### src/m3sh_pkg.sv
// m3sh_pkg: types, constants and helpers of the streaming 32-bit hash.
// Used by m3sh_front, m3sh_queue, m3sh_back and murmur3_32_stream_hash.
// No dependencies.
`timescale 1ns / 1ps

package m3sh_pkg;

	localparam logic [31:0] MIX_C1 = 32'hCC9E2D51;
	localparam logic [31:0] MIX_C2 = 32'h1B873593;
	localparam logic [31:0] MIX_N  = 32'hE6546B64;
	localparam logic [31:0] FIN_C1 = 32'h85EBCA6B;
	localparam logic [31:0] FIN_C2 = 32'hC2B2AE35;

	localparam logic [2:0] CNT_FULL = 3'd4;

	typedef enum logic [1:0] {
		KIND_EMPTY = 2'd0,
		KIND_PART  = 2'd1,
		KIND_FULL  = 2'd2
	} kind_t;

	typedef struct packed {
		logic [31:0] data;
		logic [2:0]  cnt;
		logic        last;
		kind_t       kind;
	} item_t;

	function automatic logic [31:0] mul32(input logic [31:0] a, input logic [31:0] b);
		logic [63:0] prod;
		prod = {32'd0, a} * {32'd0, b};
		return prod[31:0];
	endfunction

endpackage

### src/m3sh_front.sv
// m3sh_front: classifies an incoming word, saturates the byte count and masks
// unused bytes. Depends on m3sh_pkg.
`timescale 1ns / 1ps

module m3sh_front (
	input  logic [31:0]    data_word,
	input  logic [2:0]     byte_count,
	input  logic           last_word,
	output m3sh_pkg::item_t item
);
	import m3sh_pkg::*;

	logic [2:0] cnt_sat;

	always_comb begin
		cnt_sat = (byte_count > CNT_FULL) ? CNT_FULL : byte_count;
		item.cnt  = cnt_sat;
		item.last = last_word;
		case (cnt_sat)
			3'd0: begin
				item.data = 32'd0;
				item.kind = KIND_EMPTY;
			end
			3'd1: begin
				item.data = {24'd0, data_word[7:0]};
				item.kind = KIND_PART;
			end
			3'd2: begin
				item.data = {16'd0, data_word[15:0]};
				item.kind = KIND_PART;
			end
			3'd3: begin
				item.data = {8'd0, data_word[23:0]};
				item.kind = KIND_PART;
			end
			default: begin
				item.data = data_word;
				item.kind = KIND_FULL;
			end
		endcase
	end

endmodule

### src/m3sh_queue.sv
// m3sh_queue: short register queue between the front and the back.
// Depends on m3sh_pkg.
`timescale 1ns / 1ps

module m3sh_queue #(
	parameter int DEPTH = 2
) (
	input  logic            clk,
	input  logic            arst_n,
	input  logic            wr_en,
	input  m3sh_pkg::item_t wr_item,
	output logic            full,
	input  logic            rd_en,
	output m3sh_pkg::item_t rd_item,
	output logic            empty
);
	import m3sh_pkg::*;

	localparam int PW = $clog2(DEPTH);
	localparam int CW = $clog2(DEPTH + 1);
	localparam logic [PW-1:0] PTR_LAST = PW'(DEPTH - 1);
	localparam logic [CW-1:0] CNT_MAX  = CW'(DEPTH);

	item_t         mem_q [DEPTH];
	logic [PW-1:0] wr_ptr_q, rd_ptr_q;
	logic [CW-1:0] count_q;
	logic          do_wr, do_rd;

	assign full    = (count_q == CNT_MAX);
	assign empty   = (count_q == '0);
	assign do_wr   = wr_en && !full;
	assign do_rd   = rd_en && !empty;
	assign rd_item = mem_q[rd_ptr_q];

	always_ff @(posedge clk) begin
		if (do_wr) begin
			mem_q[wr_ptr_q] <= wr_item;
		end
	end

	always_ff @(posedge clk or negedge arst_n) begin
		if (!arst_n) begin
			wr_ptr_q <= '0;
			rd_ptr_q <= '0;
			count_q  <= '0;
		end else begin
			if (do_wr) begin
				wr_ptr_q <= (wr_ptr_q == PTR_LAST) ? '0 : wr_ptr_q + 1'b1;
			end
			if (do_rd) begin
				rd_ptr_q <= (rd_ptr_q == PTR_LAST) ? '0 : rd_ptr_q + 1'b1;
			end
			if (do_wr && !do_rd) begin
				count_q <= count_q + 1'b1;
			end else if (do_rd && !do_wr) begin
				count_q <= count_q - 1'b1;
			end
		end
	end

endmodule

### src/m3sh_back.sv
// m3sh_back: sequencer for the block mix, tail mix and finalisation, with
// the result register. Depends on m3sh_pkg.
`timescale 1ns / 1ps

module m3sh_back (
	input  logic            clk,
	input  logic            arst_n,
	input  m3sh_pkg::item_t item,
	input  logic            q_empty,
	output logic            q_pop,
	output logic            empty,
	input  logic            pop,
	output logic [31:0]     hash_value
);
	import m3sh_pkg::*;

	typedef enum logic [6:0] {
		ST_IDLE = 7'b0000001,
		ST_MUL1 = 7'b0000010,
		ST_MUL2 = 7'b0000100,
		ST_MIX  = 7'b0001000,
		ST_FIN1 = 7'b0010000,
		ST_FIN2 = 7'b0100000,
		ST_FIN3 = 7'b1000000
	} state_t;

	state_t      state_q;
	logic [31:0] h_q, total_q, work_q, out_q;
	logic [2:0]  cnt_q;
	logic        last_q, full_q, out_valid_q;
	logic [31:0] hx, hr, fx, f2x, f3x;
	logic        out_free;

	assign q_pop      = (state_q == ST_IDLE) && !q_empty;
	assign empty      = !out_valid_q;
	assign hash_value = out_q;
	assign out_free   = !out_valid_q || pop;

	always_comb begin
		hx  = h_q ^ work_q;
		hr  = {hx[18:0], hx[31:19]};
		fx  = h_q ^ total_q;
		f2x = work_q ^ {13'd0, work_q[31:13]};
		f3x = work_q ^ {16'd0, work_q[31:16]};
	end

	always_ff @(posedge clk) begin
		case (state_q)
			ST_IDLE: begin
				work_q <= item.data;
				cnt_q  <= item.cnt;
				last_q <= item.last;
				full_q <= (item.kind == KIND_FULL);
			end
			ST_MUL1: work_q <= mul32(work_q, MIX_C1);
			ST_MUL2: work_q <= mul32({work_q[16:0], work_q[31:17]}, MIX_C2);
			ST_FIN1: work_q <= mul32(fx ^ {16'd0, fx[31:16]}, FIN_C1);
			ST_FIN2: work_q <= mul32(f2x, FIN_C2);
			default: ;
		endcase
		if (state_q == ST_FIN3 && out_free) begin
			out_q <= f3x;
		end
	end

	always_ff @(posedge clk or negedge arst_n) begin
		if (!arst_n) begin
			state_q     <= ST_IDLE;
			h_q         <= '0;
			total_q     <= '0;
			out_valid_q <= 1'b0;
		end else begin
			if (state_q == ST_FIN3 && out_free) begin
				out_valid_q <= 1'b1;
			end else if (pop && out_valid_q) begin
				out_valid_q <= 1'b0;
			end
			case (state_q)
				ST_IDLE: begin
					if (!q_empty) begin
						if (item.kind != KIND_EMPTY) begin
							state_q <= ST_MUL1;
						end else if (item.last) begin
							state_q <= ST_FIN1;
						end
					end
				end
				ST_MUL1: state_q <= ST_MUL2;
				ST_MUL2: state_q <= ST_MIX;
				ST_MIX: begin
					h_q     <= full_q ? (hr + {hr[29:0], 2'b00} + MIX_N) : hx;
					total_q <= total_q + {29'd0, cnt_q};
					state_q <= last_q ? ST_FIN1 : ST_IDLE;
				end
				ST_FIN1: state_q <= ST_FIN2;
				ST_FIN2: state_q <= ST_FIN3;
				ST_FIN3: begin
					if (out_free) begin
						h_q         <= '0;
						total_q     <= '0;
						state_q     <= ST_IDLE;
					end
				end
				default: state_q <= ST_IDLE;
			endcase
		end
	end

endmodule

### src/murmur3_32_stream_hash.sv
// murmur3_32_stream_hash: top level of the streaming 32-bit hash, seed zero.
// Depends on m3sh_pkg, m3sh_front, m3sh_queue and m3sh_back.
// Words go in through push/full and hashes come out through empty/pop. The
// back sequencer takes a word of one to four bytes through fetch, two k
// multiplies and the h update, and a zero-byte word through the fetch alone; a
// last word then passes the finalisation steps (two multiplies and the final
// xor-shift, which waits for a free result register) before its hash appears.
// The input queue (QUEUE_DEPTH words) keeps accepting while a hash waits to be
// popped.
`timescale 1ns / 1ps

module murmur3_32_stream_hash #(
	parameter int QUEUE_DEPTH = 2
) (
	input  logic        clk,
	input  logic        arst_n,
	input  logic        push,
	output logic        full,
	input  logic [31:0] data_word,
	input  logic [2:0]  byte_count,
	input  logic        last_word,
	output logic        empty,
	input  logic        pop,
	output logic [31:0] hash_value
);
	import m3sh_pkg::*;

	item_t in_item, q_item;
	logic  q_empty, q_pop;

	m3sh_front u_front (
		.data_word  (data_word),
		.byte_count (byte_count),
		.last_word  (last_word),
		.item       (in_item)
	);

	m3sh_queue #(
		.DEPTH (QUEUE_DEPTH)
	) u_queue (
		.clk     (clk),
		.arst_n  (arst_n),
		.wr_en   (push),
		.wr_item (in_item),
		.full    (full),
		.rd_en   (q_pop),
		.rd_item (q_item),
		.empty   (q_empty)
	);

	m3sh_back u_back (
		.clk        (clk),
		.arst_n     (arst_n),
		.item       (q_item),
		.q_empty    (q_empty),
		.q_pop      (q_pop),
		.empty      (empty),
		.pop        (pop),
		.hash_value (hash_value)
	);

endmodule
### config.mk
export PLATFORM = sky130hd
export DESIGN_NAME = murmur3_32_stream_hash
export DESIGN_NICKNAME = d
export VERILOG_FILES = /design/src/m3sh_pkg.sv /design/src/m3sh_front.sv /design/src/m3sh_queue.sv /design/src/m3sh_back.sv /design/src/murmur3_32_stream_hash.sv
export SDC_FILE = /design/constraint.sdc
export NUM_CORES = 2
export LEC_CHECK = 0
export BUFFER_PORTS_ARGS = -buffer_cell sky130_fd_sc_hd__buf_2
export CORE_MARGIN = 2
export CORE_UTILIZATION = 44
export DETAILED_ROUTE_END_ITERATION = 8
export GPL_TIMING_DRIVEN = 0
export PLACE_DENSITY = 0.61
export SYNTH_ARGS = -nofsm -noshare
export SYNTH_HDL_FRONTEND = slang
export SYNTH_SLANG_ARGS = --single-unit
### constraint.sdc
create_clock -name clk -period 20.7 [get_ports clk]
set_input_delay 3.105 -clock clk [delete_from_list [all_inputs] [get_ports clk]]
set_output_delay 3.105 -clock clk [all_outputs]
set_load 0.01 [all_outputs]
Word-level counts from Yosys, hierarchy flattened
Memories as Yosys holds them, arrays and structs flattened.
Cells that the tools add are included.
- memories kept: 1
- memory bits (writable): 76
- latch bits: 0
- ROM bits: 0
- input bits: 40
- output and inout bits: 34
- logic and storage cells: 90
- register bits: 145
- memory list (memory ; words ; width ; read ports ; clocked after Yosys merged registers in ; wr ports ; line ; text):
    u_queue.mem_q ; 2 ; 38 ; 1 ; 0 ; 1 ; m3sh_queue.sv:24 ; item_t mem_q [DEPTH];
- div/mod/pow operators: 0
- reductions and logical operators: 23
- multiplexer cells: 22
- add/subtract/negate cells: 7
- bitwise operators: 5
- multiply operators: 4
- shift operators: 0
- equality and inequality tests: 15
- magnitude comparators: 1
- operators by type and width (kind ; number):
    $pmux 32 s5 ; 1
    $pmux 32 s2 ; 2
    $pmux 32 s4 ; 1
    $mul 32x31->32 const B ; 2
    $mux 32 ; 2
    $xor 32x16->32 ; 2
    $xor 32x32->32 ; 2
    $pmux 7 s7 ; 1
    $add 32x3->32 ; 1
    $add 32x32->32 ; 1
    $add 32x32->32 const B ; 1
    $mul 32x29->32 const B ; 1
    $mul 32x32->32 const B ; 1
    $xor 32x19->32 ; 1
    $mux 7 ; 4
    $reduce_bool 2->1 ; 4
    $eq 7x1->1 const B ; 1
    $eq 7x2->1 const B ; 1
    $eq 7x3->1 const B ; 1
    $eq 7x4->1 const B ; 1
    $eq 7x5->1 const B ; 1
    $eq 7x6->1 const B ; 1
    $eq 7x7->1 const B ; 1
    $logic_and 1x1->1 ; 7
    other kinds (23) ; 36

Logic depth before layout (Yosys ltp)
- word-level depth: 7
- mapped depth: 29
- depth with buffers taken out: 28

Cells and area by module
A second synthesis with hierarchy kept.
- cells, all modules: 4552
- area, all modules: 45635.0 um^2
- by module, submodules not included (module ; seq. area each (um^2) ; cells an instance ; area each (um^2) ; times used):
    m3sh_back ; 3875.0 ; 4372 ; 42374.4 ; 1
    m3sh_queue ; 2382.3 ; 137 ; 2985.4 ; 1
    m3sh_front ; 0.0 ; 43 ; 275.3 ; 1

Worst setup path before layout
No wires, ideal clock.
- kind: reg2reg
- start point: register u_back.h_q[23]
- end point: register u_back.work_q[30], data pin
- data arrival time: 7.196 ns
- path buffers: 0
- path slack: 13.238 ns
- stages on the path, launching flop included: 29
- data required time: 20.434 ns
- setup time: 0.266 ns
- period minus slack after synthesis: 7.462 ns
- cells stage by stage: dfrtp_1 xor2_1 inv_1 xnor2_1 inv_1 xnor2_1 ha_1 or2_2 fa_1 fa_1 inv_1 fa_1 fa_1 inv_1 fa_1 fa_1 fa_1 ha_1 inv_1 o21bai_1 a21o_1 nor4b_1 o21ai_1 a21o_1 a21oi_1 nor2b_1 mux2i_1 a32o_1 o21ai_1
- longest elaborated chain between the ends: 4
- ends and longest elaborated chain (what ; line ; text):
    start, declared ; m3sh_back.sv:28 ; logic [31:0] h_q, total_q, work_q, out_q;
    start signal, assigned ; m3sh_back.sv:91 ; h_q <= full_q ? (hr + {hr[29:0], 2'b00} + MIX_N) : hx;
    $xor 32x32->32 ; m3sh_back.sv:42 ; fx = h_q ^ total_q;
    $xor 32x16->32 ; m3sh_back.sv:57 ; ST_FIN1: work_q <= mul32(fx ^ {16'd0, fx[31:16]}, FIN_C1);
    $mul 32x32->32 ; m3sh_pkg.sv:31 ; prod = {32'd0, a} * {32'd0, b};
    $pmux 32 s5 ; m3sh_back.sv:48 ; case (state_q)
    end signal, assigned ; m3sh_back.sv:50 ; work_q <= item.data;
    end signal, assigned ; m3sh_back.sv:57 ;
    end signal, assigned ; m3sh_back.sv:58 ; ST_FIN2: work_q <= mul32(f2x, FIN_C2);
    end, declared ; m3sh_back.sv:28 ;
Every way passes these cells.
A chain may end at the register's enable or synchronous reset.

Worst setup path in the final report
- start point: register u_back.work_q[18]
- end point: register u_back.work_q[29], data pin
- longest elaborated chain between the ends: 3
- elaborated cells on any way between the ends: 5
- those cells by class: mul: 3; mux: 1; bitwise: 1
- ends and longest elaborated chain (what ; line ; text):
    start signal, assigned ; m3sh_back.sv:50 ;
    start signal, assigned ; m3sh_back.sv:55 ; ST_MUL1: work_q <= mul32(work_q, MIX_C1);
    start signal, assigned ; m3sh_back.sv:56 ; ST_MUL2: work_q <= mul32({work_q[16:0], work_q[31:17]}, MIX_C2);
    $xor 32x19->32 ; m3sh_back.sv:43 ; f2x = work_q ^ {13'd0, work_q[31:13]};
    $mul 32x31->32 ; m3sh_pkg.sv:31 ;
    $pmux 32 s5 (*) ; m3sh_back.sv:48 ;
Every way passes the cells marked *; elsewhere a longest branch is shown, timed or not.

==> summary.md <==
| Metric | Value |
|---|---|
| DRT iter0 DRCs | `between 3k and 4k` |
| RR Endpoint | `u_back.work_q[29]$_DFFE_PP_` |
| Main synth FF type | `edfxtp_1` |
| Die X | `~330 um` |
| R2r startpoint | `u_back.work_q[18]$_DFFE_PP_` |
| # Post-CTS Setup Buffers | `0` |
| Status | `finished, violations left` |
| Pin slew with the least headroom to its limit | `between 1 and 1.5 ns` |
| # port buffers | `73` |
| Tmin final | `between 9 and 10 ns` |
| H-tree Lvls | `1` |
| Core Rows | `117` |
| Post-CTS sizing | `0` |
| Initial DRT Pass Iterations | `6` |
| Synth cell types | `80` |
| Routed WL | `roughly 140000 um` |
| Hold WC Path Type | `flip-flop to flip-flop` |
| PnR worst setup slack | `between 10 and 15 ns` |
| Number of CTS-inserted buffers | `27` |
| Worst setup path endpoint | `u_back.work_q[29]$_DFFE_PP_` |
| Crit-path max FO | `10` |
| Required @ worst endpoint | `between 20 and 25 ns` |
| Routed length per instance | `between 20 and 25 um` |
| Inst Count DP | `roughly 6.0k` |
| CP startpoint kind | `flip-flop` |
| First-pass GRT wire length | `between 200000 and 250000 um` |
| Sequential share of the synthesized area | `0.1366` |
| FF-to-FF path depth | `28` |
| ANT nets after route | `0` |
| Hold Vio Cnt, Final | `0` |
| Area contributors post-synth | `fa_1 (32%), ha_1 (21%), inv_1 (11%)` |
| Netlist Area Pre-Place | `around 45000 sq um` |
| Tcrit/Tclk final | `0.4727` |
| Clock buffer depth | `3` |
| I/O pins | `74` |
| Rel. slew slack | `0.002803` |
| Post-DP HPWL | `approximately 120000 um` |
| Vias in the first global route | `33.55k` |
| GP Congestion | `~1.0` |
| Total global-route track usage | `0.2768` |
| Via density | `~5.3` |
| Most frequent cells in the layout | `inv_1 (1283), ha_1 (779), fa_1 (732)` |
| Clk sinks | `between 200 and 250` |
| Crit path DAT | `a little over 10 ns` |
| Grt ovf | `0` |
| Placeable core area | `roughly 100000 sq um` |
| CTS clk-pin slew, worst paths | `about 0.07 ns` |
| Sum Neg Setup Slack | `0 ns` |
| RSZ-0062 raised after global routing | `no` |
| Clk_lat worst skew | `about 0.6 ns` |
| Achievable Freq | `~100 MHz` |
| Commonest non-fill, non-tap cell in the layout | `inv_1` |
| Synth top area share | `0.3229` |
| Synth-to-Final Area Change | `7.103%` |
| Syn_nets | `slightly above 6k` |
| Slowest cell on the critical path | `edfxtp_1` |
| Dpl cell area | `about 48000 sq um` |
| Via count | `32.27k` |
| Asr flop ratio synth | `0.3470` |
| Largest net degree at the start of global routing | `between 40 and 50` |
| Die H | `between 300 and 400 um` |
| #FFs+latches synth | `around 220` |
| Initial Utilization | `0.4448` |
| Drt drc | `0` |
| CTS tree | `yes` |
| Cts hold-fix bufs | `0` |
| Endpoint class of the critical path | `flip-flop` |
| Yosys warning count | `0` |
| Setup slack at placement | `approximately 11 ns` |
| R2R setup slack | `approximately 11 ns` |
| Max incr delay on CP | `about 1.1 ns` |
| Worst Hold Path Cells | `2` |
| Die footprint | `between 100000 and 150000 sq um` |
| Worst Clk Skew | `between 0.02 and 0.03 ns` |
| Layout cells sized above 1 | `0.03552` |
| CTS root buf | `clkbuf_16` |
| Max cap viols | `1` |
| Mapped Cells | `approximately 4.5k` |
| Synth Area per Inst | `between 9 and 10 sq um` |
| Post-synth EDFFs | `around 140` |
| Finished Cell Area | `roughly 49000 sq um` |
| Crit path launch | `u_back.work_q[18]$_DFFE_PP_` |
| Nets | `6203` |
| Cell taking the most area after synthesis | `fa_1` |
| Initial antenna violation count | `13` |
| Fin cells | `roughly 6.0k` |
| Worst Path Class, Setup | `flip-flop to flip-flop` |
| Setup-failing EPs final | `0` |
| Slew Viols, Final | `0` |
| Violated checks | `max-capacitance violations` |
-- layout make-up --
type	count	area, sq um
inverters	1288	4835
flip-flops and latches	219	6197
fillers	9603	53430
diodes	7	17.52
plain buffers	72	280.3
multi-input cells	2963	34110
well taps	1368	1712
clock buffers	36	730.7
clock inverters	14	219.0
repair buffers	81	506.7
-- how the worst min path moves through the flow --
stage	start	endpoint	slack [ns]
after floorplan	u_queue.wr_ptr_q$_DFFE_PN0P_	u_queue.wr_ptr_q$_DFFE_PN0P_	0.46
after global placement	u_queue.wr_ptr_q$_DFFE_PN0P_	u_queue.wr_ptr_q$_DFFE_PN0P_	0.48
after detailed placement	u_back.last_q$_DFFE_PP_	u_back.state_q[4]$_DFFE_PN0P_	0.52
after CTS	u_back.last_q$_DFFE_PP_	u_back.state_q[4]$_DFFE_PN0P_	0.54
after global routing	u_back.last_q$_DFFE_PP_	u_back.state_q[4]$_DFFE_PN0P_	0.55
final	u_back.out_valid_q$_DFFE_PN0P_	u_back.out_valid_q$_DFFE_PN0P_	0.54
-- cell usage after synthesis, types with 6 or more instances --
cell	count
o21a_1	26
o22ai_1	9
a31oi_1	18
a21o_1	59
edfxtp_1	143
nand2_1	90
o221ai_1	15
a21oi_1	137
dfrtp_1	75
nand2b_1	28
xor2_1	140
o21ai_0	88
a221oi_1	11
and2_1	14
mux2i_1	38
o21ai_1	50
fa_1	732
nand3b_1	7
nor3_1	37
o31a_1	7
nor2b_1	46
and3_1	11
a211o_1	7
ha_1	779
o211ai_1	12
a32oi_1	8
mux2_2	6
o21bai_1	13
or3_1	14
xnor2_1	234
or2_2	7
clkbuf_1	64
nor2_1	167
a211oi_1	16
nand4_1	13
a22oi_1	20
nand3_1	35
inv_1	1283
-- metal layers --
metal | global-route usage | vias to the layer above | wire length (um)
met1 | 0.3967 | 16130 | 63050
met5 | 0 | - | 81
met3 | 0.06092 | 289 | 13570
met4 | 0.09903 | 12 | 6168
li1 | - | 14500 | -
met2 | 0.4104 | 1339 | 60920
-- worst max-delay path, delay by kind of cell, from the launching register on --
family                   cells  cell delay, ns
adder cells (fa/ha/maj)      9            4.14
XOR/XNOR                     2            0.74
AO/OA/AOI/OAI                7            1.41
flip-flops                   1            1.11
AND/OR/NAND/NOR              2            0.40
buffers and inverters        8            1.67
-- stage by stage --
step | utilization | hold WS, ns
after CTS | 0.4762 | 0.5402
after detailed placement | 0.4669 | 0.5221
after global placement | 0.4651 | 0.4762
after floorplan | - | 0.4608
final | 0.4763 | 0.5424
after global routing | 0.4762 | 0.5529
-- logic make-up after synthesis --
group / share of synthesized area
AO/OA/AOI/OAI: 0.07618
multiplexers: 0.009870
XOR/XNOR: 0.07268
adder cells (fa/ha/maj): 0.5377
AND/OR/NAND/NOR: 0.05437
flip-flops: 0.1366
buffers and inverters: 0.1126
-- sequential cells by signal, indices dropped and copies added, names as in the netlist, 2 cells and up --
name / flops
u_queue.mem_q: 74
u_back.h_q: 32
u_back.hash_value: 32
u_back.total_q: 32
u_back.work_q: 32
u_back.state_q: 7
u_back.cnt_q: 3
u_queue.count_q: 2
Power is not shown: default switching activity piles up to over one toggle a cycle in this logic, so the estimate is an artifact.
